==> src/sv/tq_pkg.sv <==
package tq_pkg;

  localparam int unsigned MAX_POP = 16;
  localparam int unsigned POP_CNT_W = $clog2(MAX_POP + 1);

  localparam logic [1:0] KIND_ADD_OK   = 2'd0;
  localparam logic [1:0] KIND_ADD_FULL = 2'd1;
  localparam logic [1:0] KIND_DUE      = 2'd2;
  localparam logic [1:0] KIND_NONE_DUE = 2'd3;

  localparam logic FUNC_ADD  = 1'b0;
  localparam logic FUNC_TICK = 1'b1;

  typedef struct packed {
    logic [31:0]        due_time;
    logic [7:0]         action;
    logic               has_arg;
    logic signed [31:0] arg;
  } entry_t;

  typedef struct packed {
    logic insert;
    logic pop;
  } cell_ctl_t;

  typedef struct packed {
    logic [1:0]         kind;
    logic [7:0]         action;
    logic               has_arg;
    logic signed [31:0] arg;
    logic               last;
  } out_item_t;

endpackage

==> src/sv/tq_in_if.sv <==
interface tq_in_if;
  logic               valid;
  logic               ready;
  logic               func;
  logic [31:0]        time_value;
  logic [7:0]         action_code;
  logic               has_argument;
  logic signed [31:0] argument;

  modport source (
    output valid, func, time_value, action_code, has_argument, argument,
    input  ready
  );
  modport sink (
    input  valid, func, time_value, action_code, has_argument, argument,
    output ready
  );
endinterface

==> src/sv/tq_out_if.sv <==
interface tq_out_if;
  logic               valid;
  logic               ready;
  logic [1:0]         kind;
  logic [7:0]         out_action;
  logic               out_has_argument;
  logic signed [31:0] out_argument;
  logic               last;

  modport source (
    output valid, kind, out_action, out_has_argument, out_argument, last,
    input  ready
  );
  modport sink (
    input  valid, kind, out_action, out_has_argument, out_argument, last,
    output ready
  );
endinterface

==> src/sv/tq_cell.sv <==
module tq_cell #(
  parameter bit IS_HEAD = 1'b0
) (
  input  logic              clk,
  input  logic              rst_n,
  input  tq_pkg::cell_ctl_t ctl,
  input  tq_pkg::entry_t    new_entry,
  input  tq_pkg::entry_t    left_entry,
  input  logic              left_valid,
  input  tq_pkg::entry_t    right_entry,
  input  logic              right_valid,
  input  logic              shift_in,
  output tq_pkg::entry_t    entry,
  output logic              valid,
  output logic              flag,
  output logic              due
);

  tq_pkg::entry_t entry_r, entry_nxt;
  logic           valid_r, valid_nxt;

  // insert position: the head takes strictly earlier times, the rest equal or earlier
  always_comb begin
    if (!valid_r) begin
      flag = 1'b1;
    end else if (IS_HEAD) begin
      flag = new_entry.due_time < entry_r.due_time;
    end else begin
      flag = entry_r.due_time >= new_entry.due_time;
    end
  end

  assign due = valid_r && (entry_r.due_time <= new_entry.due_time);

  always_comb begin
    entry_nxt = entry_r;
    valid_nxt = valid_r;
    if (ctl.insert) begin
      if (shift_in) begin
        entry_nxt = left_entry;
        valid_nxt = left_valid;
      end else if (flag) begin
        entry_nxt = new_entry;
        valid_nxt = 1'b1;
      end
    end else if (ctl.pop) begin
      entry_nxt = right_entry;
      valid_nxt = right_valid;
    end
  end

  always_ff @(posedge clk) begin
    entry_r <= entry_nxt;
    if (!rst_n) begin
      valid_r <= 1'b0;
    end else begin
      valid_r <= valid_nxt;
    end
  end

  assign entry = entry_r;
  assign valid = valid_r;

endmodule

==> src/sv/timed_action_queue_unit.sv <==
// Sorted queue of scheduled actions held in a row of cells, head in the first cell. On an
// add, every cell compares its due time with the new one in parallel and the row shifts
// right by one from the insert point in a single step; a full queue answers "rejected".
// A tick pops one due entry per cycle while the output is not stalled, since the head is
// emitted through the single output register while the row shifts left by one; a tick
// with nothing due answers "none due". At most 16 entries leave on one tick, the rest
// stay for the next. A new item is taken once the previous one has delivered its results.
module timed_action_queue_unit #(
  parameter int unsigned QUEUE_DEPTH = 16
) (
  input  logic    clk,
  input  logic    rst_n,
  tq_in_if.sink   in_ch,
  tq_out_if.source out_ch
);

  localparam logic [1:0] S_IDLE = 2'd0;
  localparam logic [1:0] S_ADD  = 2'd1;
  localparam logic [1:0] S_TICK = 2'd2;

  logic [1:0]                       state_r, state_nxt;
  tq_pkg::entry_t                   new_r, new_nxt;
  logic [tq_pkg::POP_CNT_W-1:0]     pop_cnt_r, pop_cnt_nxt;
  logic                             out_valid_r, out_valid_nxt;
  tq_pkg::out_item_t                out_r, out_nxt;

  tq_pkg::cell_ctl_t                ctl;
  tq_pkg::entry_t                   entry_w [QUEUE_DEPTH];
  logic [QUEUE_DEPTH-1:0]           valid_w;
  logic [QUEUE_DEPTH-1:0]           flag_w;
  logic [QUEUE_DEPTH-1:0]           due_w;
  logic [QUEUE_DEPTH-1:0]           shift_w;

  logic out_free;
  logic in_xfer;

  genvar gi;
  generate
    for (gi = 0; gi < QUEUE_DEPTH; gi++) begin : g_cell
      if (gi == 0) begin : g_head
        assign shift_w[gi] = 1'b0;
      end else if (gi == 1) begin : g_second
        assign shift_w[gi] = flag_w[0];
      end else begin : g_rest
        assign shift_w[gi] = flag_w[0] | flag_w[gi-1];
      end

      tq_cell #(
        .IS_HEAD (gi == 0)
      ) u_cell (
        .clk         (clk),
        .rst_n       (rst_n),
        .ctl         (ctl),
        .new_entry   (new_r),
        .left_entry  ((gi == 0) ? new_r : entry_w[(gi == 0) ? 0 : gi-1]),
        .left_valid  ((gi == 0) ? 1'b0 : valid_w[(gi == 0) ? 0 : gi-1]),
        .right_entry ((gi == QUEUE_DEPTH-1) ? entry_w[gi]
                      : entry_w[(gi == QUEUE_DEPTH-1) ? gi : gi+1]),
        .right_valid ((gi == QUEUE_DEPTH-1) ? 1'b0
                      : valid_w[(gi == QUEUE_DEPTH-1) ? gi : gi+1]),
        .shift_in    (shift_w[gi]),
        .entry       (entry_w[gi]),
        .valid       (valid_w[gi]),
        .flag        (flag_w[gi]),
        .due         (due_w[gi])
      );
    end
  endgenerate

  assign out_free     = !out_valid_r || out_ch.ready;
  assign in_ch.ready  = (state_r == S_IDLE) && out_free;
  assign in_xfer      = in_ch.valid && in_ch.ready;

  always_comb begin
    state_nxt     = state_r;
    new_nxt       = new_r;
    pop_cnt_nxt   = pop_cnt_r;
    out_nxt       = out_r;
    out_valid_nxt = out_valid_r && !out_ch.ready;
    ctl           = '0;

    case (state_r)
      S_IDLE: begin
        if (in_xfer) begin
          new_nxt.due_time = in_ch.time_value;
          new_nxt.action   = in_ch.action_code;
          new_nxt.has_arg  = in_ch.has_argument;
          new_nxt.arg      = in_ch.has_argument ? in_ch.argument : 32'sd0;
          pop_cnt_nxt      = '0;
          state_nxt        = (in_ch.func == tq_pkg::FUNC_TICK) ? S_TICK : S_ADD;
        end
      end
      S_ADD: begin
        out_nxt       = '0;
        out_nxt.last  = 1'b1;
        out_valid_nxt = 1'b1;
        if (valid_w[QUEUE_DEPTH-1]) begin
          out_nxt.kind = tq_pkg::KIND_ADD_FULL;
        end else begin
          ctl.insert   = 1'b1;
          out_nxt.kind = tq_pkg::KIND_ADD_OK;
        end
        state_nxt = S_IDLE;
      end
      S_TICK: begin
        if (out_free) begin
          out_valid_nxt = 1'b1;
          if (due_w[0]) begin
            ctl.pop         = 1'b1;
            out_nxt.kind    = tq_pkg::KIND_DUE;
            out_nxt.action  = entry_w[0].action;
            out_nxt.has_arg = entry_w[0].has_arg;
            out_nxt.arg     = entry_w[0].arg;
            out_nxt.last    = !due_w[1] ||
                              (pop_cnt_r == tq_pkg::POP_CNT_W'(tq_pkg::MAX_POP - 1));
            pop_cnt_nxt     = pop_cnt_r + 1'b1;
            if (out_nxt.last) begin
              state_nxt = S_IDLE;
            end
          end else begin
            out_nxt      = '0;
            out_nxt.kind = tq_pkg::KIND_NONE_DUE;
            out_nxt.last = 1'b1;
            state_nxt    = S_IDLE;
          end
        end
      end
      default: begin
        state_nxt = S_IDLE;
      end
    endcase
  end

  always_ff @(posedge clk) begin
    new_r <= new_nxt;
    out_r <= out_nxt;
    if (!rst_n) begin
      state_r     <= S_IDLE;
      pop_cnt_r   <= '0;
      out_valid_r <= 1'b0;
    end else begin
      state_r     <= state_nxt;
      pop_cnt_r   <= pop_cnt_nxt;
      out_valid_r <= out_valid_nxt;
    end
  end

  assign out_ch.valid            = out_valid_r;
  assign out_ch.kind             = out_r.kind;
  assign out_ch.out_action       = out_r.action;
  assign out_ch.out_has_argument = out_r.has_arg;
  assign out_ch.out_argument     = out_r.arg;
  assign out_ch.last             = out_r.last;

endmodule

==> src/flat_wrapper.sv <==
// flat-port wrapper written by rule: the top's interface ports become plain ports
module timed_action_queue_unit_flat 
#(
  parameter int unsigned QUEUE_DEPTH = 16
)
  (clk, rst_n, in_ch_valid, in_ch_func, in_ch_time_value, in_ch_action_code, in_ch_has_argument, in_ch_argument, in_ch_ready, out_ch_valid, out_ch_kind, out_ch_out_action, out_ch_out_has_argument, out_ch_out_argument, out_ch_last, out_ch_ready);
  tq_in_if in_ch_i ();
  tq_out_if out_ch_i ();
  input  logic clk;
  input  logic rst_n;
  input wire logic [$bits(in_ch_i.valid)-1:0] in_ch_valid;
  input wire logic [$bits(in_ch_i.func)-1:0] in_ch_func;
  input wire logic [$bits(in_ch_i.time_value)-1:0] in_ch_time_value;
  input wire logic [$bits(in_ch_i.action_code)-1:0] in_ch_action_code;
  input wire logic [$bits(in_ch_i.has_argument)-1:0] in_ch_has_argument;
  input wire logic [$bits(in_ch_i.argument)-1:0] in_ch_argument;
  output wire logic [$bits(in_ch_i.ready)-1:0] in_ch_ready;
  output wire logic [$bits(out_ch_i.valid)-1:0] out_ch_valid;
  output wire logic [$bits(out_ch_i.kind)-1:0] out_ch_kind;
  output wire logic [$bits(out_ch_i.out_action)-1:0] out_ch_out_action;
  output wire logic [$bits(out_ch_i.out_has_argument)-1:0] out_ch_out_has_argument;
  output wire logic [$bits(out_ch_i.out_argument)-1:0] out_ch_out_argument;
  output wire logic [$bits(out_ch_i.last)-1:0] out_ch_last;
  input wire logic [$bits(out_ch_i.ready)-1:0] out_ch_ready;
  assign in_ch_i.valid = in_ch_valid;
  assign in_ch_i.func = in_ch_func;
  assign in_ch_i.time_value = in_ch_time_value;
  assign in_ch_i.action_code = in_ch_action_code;
  assign in_ch_i.has_argument = in_ch_has_argument;
  assign in_ch_i.argument = in_ch_argument;
  assign in_ch_ready = in_ch_i.ready;
  assign out_ch_valid = out_ch_i.valid;
  assign out_ch_kind = out_ch_i.kind;
  assign out_ch_out_action = out_ch_i.out_action;
  assign out_ch_out_has_argument = out_ch_i.out_has_argument;
  assign out_ch_out_argument = out_ch_i.out_argument;
  assign out_ch_last = out_ch_i.last;
  assign out_ch_i.ready = out_ch_ready;
  timed_action_queue_unit #(.QUEUE_DEPTH(QUEUE_DEPTH)) u_core (.clk(clk), .rst_n(rst_n), .in_ch(in_ch_i), .out_ch(out_ch_i));
endmodule
==> config.mk <==
export PLATFORM = sky130hd
export DESIGN_NAME = timed_action_queue_unit_flat
export DESIGN_NICKNAME = d
export VERILOG_FILES = /design/src/sv/tq_pkg.sv /design/src/sv/tq_in_if.sv /design/src/sv/tq_out_if.sv /design/src/sv/tq_cell.sv /design/src/sv/timed_action_queue_unit.sv /design/src/flat_wrapper.sv
export SDC_FILE = /design/constraint.sdc
export NUM_CORES = 2
export LEC_CHECK = 0
export BUFFER_PORTS_ARGS = -buffer_cell sky130_fd_sc_hd__buf_4
export CAP_MARGIN = 20
export CORE_MARGIN = 1.5
export CORE_UTILIZATION = 58
export DETAILED_ROUTE_END_ITERATION = 8
export PLACE_DENSITY_LB_ADDON = 0.15
export SLEW_MARGIN = 10
export SYNTH_ARGS = -nofsm -noshare
export SYNTH_HDL_FRONTEND = slang
export SYNTH_SLANG_ARGS = --single-unit
==> constraint.sdc <==
create_clock -name clk -period 8.95 [get_ports clk]
set_clock_uncertainty 0.15 [all_clocks]
set_input_delay 0.895 -clock clk [delete_from_list [all_inputs] [get_ports clk]]
set_output_delay 0.895 -clock clk [all_outputs]
set_load 0.1 [all_outputs]
==> run_results.csv <==
group,metric,value,unit
final_layout,utilization,0.6393,
worst_setup_path,worst-r2r-setup-slack,2.47,ns
floorplanning,die_y,357.3,um
pwr,power,17.90,mW
pwr,irDropWorstVdd,0.0002322,V
hold_path,hp-class,"input port to register",
floorplanning,start_util,0.5865,
detailed_routing,vias_per_cell,6.706,
sta,hold_viol,0,
placement,port_buffers,123,
logic_synthesis,synthesis.nets,7258,
logic_synthesis,ys_async_sr_fraction,0,
floorplanning,die_w,357.3,um
sta,finalSetupViolations,0,
logic_synthesis,synth_cell_types,68,
global_route,antenna_found_initial,4,
final_layout,nNetsFinal,7112,
floorplanning,core_area,124100,sq um
logic_synthesis,synthAdderAreaFrac,0.08336,
detailed_routing,dr_total_vias,55700,
logic_synthesis,synth_area_leader_cell,"edfxtp_1",
worst_setup_path,cp.required,9.24,ns
worst_setup_path,r2r.worst_path.cells,11,
logic_synthesis,synth_xor_area_frac,0,
sta,fin_crit_sh,0.7245,
logic_synthesis,synth-simple-area-share,0.1291,
worst_setup_path,startpoint_type,"register",
logic_synthesis,syn-mean-instance-area,10.87,sq um
detailed_routing,route.met3.wl,24680,um
placement,place_inst,8038,
detailed_routing,drt-met1-wl,96790,um
floorplanning,die_area,127600,sq um
final_layout,final_cells,8307,
logic_synthesis,netlist_instances,6695,
sta,worst_slew_pin_slew,1.213,ns
clocking,h-tree-depth,4,
job,cap_violations,0,
sta,min_period,6.484,ns
logic_synthesis,synth-seq-area-share,0.5367,
detailed_routing,drc,0,
clocking,clockRootBuffer,"clkbuf_16",
worst_setup_path,critPathKind,"register to register",
worst_setup_path,crit_path_end_kind,"register",
global_route,grt_max_degree,279,
clocking,postCtsSetupBuffers,0,
final_layout,fillers,9820,
clocking,cts_tree,"done",
logic_synthesis,ys_seq_elements,1309,
global_route,grt_pass1_wl,341600,um
global_route,grt_usage,0.3604,
worst_setup_path,crit_arrival,6.78,ns
final_layout,drive_gt1_frac,0.07963,
detailed_routing,drt-pass1-iter-count,6,
detailed_routing,totalWireLength,232700,um
hold_path,hold_depth,1,
worst_setup_path,crit_fanout,43,
final_layout,multi_input_area,31550,sq um
logic_synthesis,synth_edf_count,1285,
pwr,p_leak,28.84,nW
final_layout,seqCellArea,39070,sq um
hold_path,holdPathEnd,"u_core.new_r[40]",
clocking,clk_latency,0.82,ns
logic_synthesis,synth_top_cell_area_share,0.5301,
sta,drv_slew,0,
sta,rsz0062_at_grt,"no",
clocking,numCtsBuffers,144,
detailed_routing,dr_wl_met2,101600,um
clocking,clk_pin_slew_worst_paths,0.06,ns
placement,gp_congestion,0.9555,
detailed_routing,dr.max_layer_used,"met5",
hold_path,hp-start,"in_ch_action_code[7]",
sta,tns,0,ns
clocking,ctsHoldBuffers,0,
floorplanning,std_cell_rows,129,
sta,fmax,154.2,MHz
placement,dp_hpwl,139400,um
clocking,cts_sinks,1309,
logic_synthesis,netlist_area,72800,sq um
outcome,outcome,"complete, no violations",
clocking,cts_max_path_buffers,3,
global_route,grt_pass1_vias,51880,
logic_synthesis,synth_compound_area_frac,0.1235,
detailed_routing,postRouteAntennaNets,0,
worst_setup_path,r2r-end,"u_core.g_cell[7].u_cell.entry[49]",
logic_synthesis,yosys-mux-area-fraction,0.09245,
floorplanning,num_io_pins,124,
clocking,post_cts_resized,0,
sta,relSlewSlack,0.1912,
logic_synthesis,synth_ff_type,"edfxtp_1",
pwr,p_per_area,225.6,nW/um^2
detailed_routing,first_iter_violations,7949,
logic_synthesis,ys_warn_count,0,
logic_synthesis,synth_top_family_by_area,"simple AND/OR/NAND/NOR gates",
logic_synthesis,synth.area.top_cells,"edfxtp_1 (53%), ha_1 (8.3%), mux2i_1 (8.1%), nand2_1 (6.8%), o211ai_1 (3.7%)",
final_layout,area.growth.synth_to_final,8.998,%
global_route,grt_overflow,0,
detailed_routing,route.detailed.wl_per_inst,28.01,um
worst_setup_path,worstReg2RegStart,"u_core.new_r[56]",
final cells by class:
class | count | area share
Tap cell | 1637 | 0.02581
Timing Repair Buffer | 218 | 0.02332
Antenna cell | 2 | 0.00006307
Clock buffer | 174 | 0.04762
Multi-Input combinational cell | 4809 | 0.3977
Inverter | 67 | 0.003264
Clock inverter | 91 | 0.009887
Sequential cell | 1309 | 0.4924
cell usage after synthesis, types with 4 or more instances:
master and instances:
nand2_1 1321, edfxtp_1 1285, mux2i_1 588, ha_1 485, nand3_1 385, o211ai_1 363, clkbuf_1 347, o21ai_0 300
o21ai_1 291, a21oi_1 248, nor2_1 213, a21o_1 95, a31oi_1 87, nand4_1 81, buf_2 75, mux2_2 75
inv_1 66, and3_1 48, buf_4 46, and2_1 36, buf_1 29, nor2b_1 25, dfxtp_1 24, nor3_1 20
a211oi_1 18, nand2b_1 18, and4_1 13, o221ai_1 12, buf_6 9, o2111ai_1 8, nor4_1 7, a2111oi_0 6
o21a_1 6, a221o_1 5, a221oi_1 5, a41oi_1 5, buf_8 4, nor4bb_1 4
stage by stage:
step           hold WS, ns  setup WS, ns  cell area, sq um
5_1_grt            0.09565         2.429             79340
2_1_floorplan       0.2922        0.4166             72800
3_3_place_gp        0.3064         2.809             74700
4_1_cts            0.07156         2.721             79300
6_report            0.1103         2.466             79350
3_5_place_dp        0.3112         2.745             74740
routing by layer:
layer / vias to the layer above / global-route usage
met3: 500 / 0.06633
met4: 2 / 0.1479
met5: - / 0
li1: 24710 / -
met2: 3248 / 0.5335
met1: 27240 / 0.5239
worst max path at each step:
stage / start / to / slack, ns / cells past startpoint
after floorplan: u_core.new_r[56] / u_core.g_cell[0].u_cell.entry[0] / 0.42 / 12
after global placement: u_core.new_r[68] / u_core.g_cell[13].u_cell.entry[6] / 2.81 / 12
after detailed placement: u_core.new_r[50] / u_core.g_cell[7].u_cell.entry[49] / 2.75 / 11
after CTS: u_core.new_r[56] / u_core.g_cell[7].u_cell.entry[49] / 2.72 / 11
after global routing: u_core.new_r[50] / u_core.g_cell[7].u_cell.entry[49] / 2.43 / 11
final: u_core.new_r[56] / u_core.g_cell[7].u_cell.entry[49] / 2.47 / 11
registers in the layout, indices dropped and copies added (netlist names):
register                        cells
u_core.out_ch.out_argument         32
u_core.state_r                      2
u_core.out_ch.kind                  2
u_core.pop_cnt_r                    5
u_core.out_ch.out_action            8
u_core.new_r                       73
u_core.out_ch.valid                 1
u_core.g_cell.u_cell.entry       1168
u_core.out_ch.last                  1
u_core.out_ch.out_has_argument      1
u_core.g_cell.u_cell.valid         16
cell families after synthesis:
family | Yosys count
flops | 1309
fa+ha+maj | 485
mux | 663
buf+inv | 577
compound gates | 1478
simple gates | 2183
cell usage in the layout (no fill, tap or decap), drive strengths merged, types with 174 or more instances in the layout:
master  instances
nor2          213
a21oi         248
o211ai        363
mux2i         588
nand2        1321
ha            485
o21ai         591
edfxtp       1285
clkbuf        174
nand3         385
buf           217
report_power, final:
part	switching (mW)	internal, mW
registers	0.576	7.76
clock network	2.62	3.24
logic	2.56	1.12
total	5.77	12.1
worst max-delay path: stages, from the launching register on:
cell and delay (ns):
edfxtp_1 0.65, inv_1 0.47, ha_1 0.48, nand4_1 0.15
nor4_1 0.47, o21ai_1 0.23, a31oi_1 0.38, o22a_4 0.78
buf_4 0.89, nor2_4 0.12, a21oi_4 0.76, buf_12 0.41
Note: power is estimated with default switching activity, not from simulation.
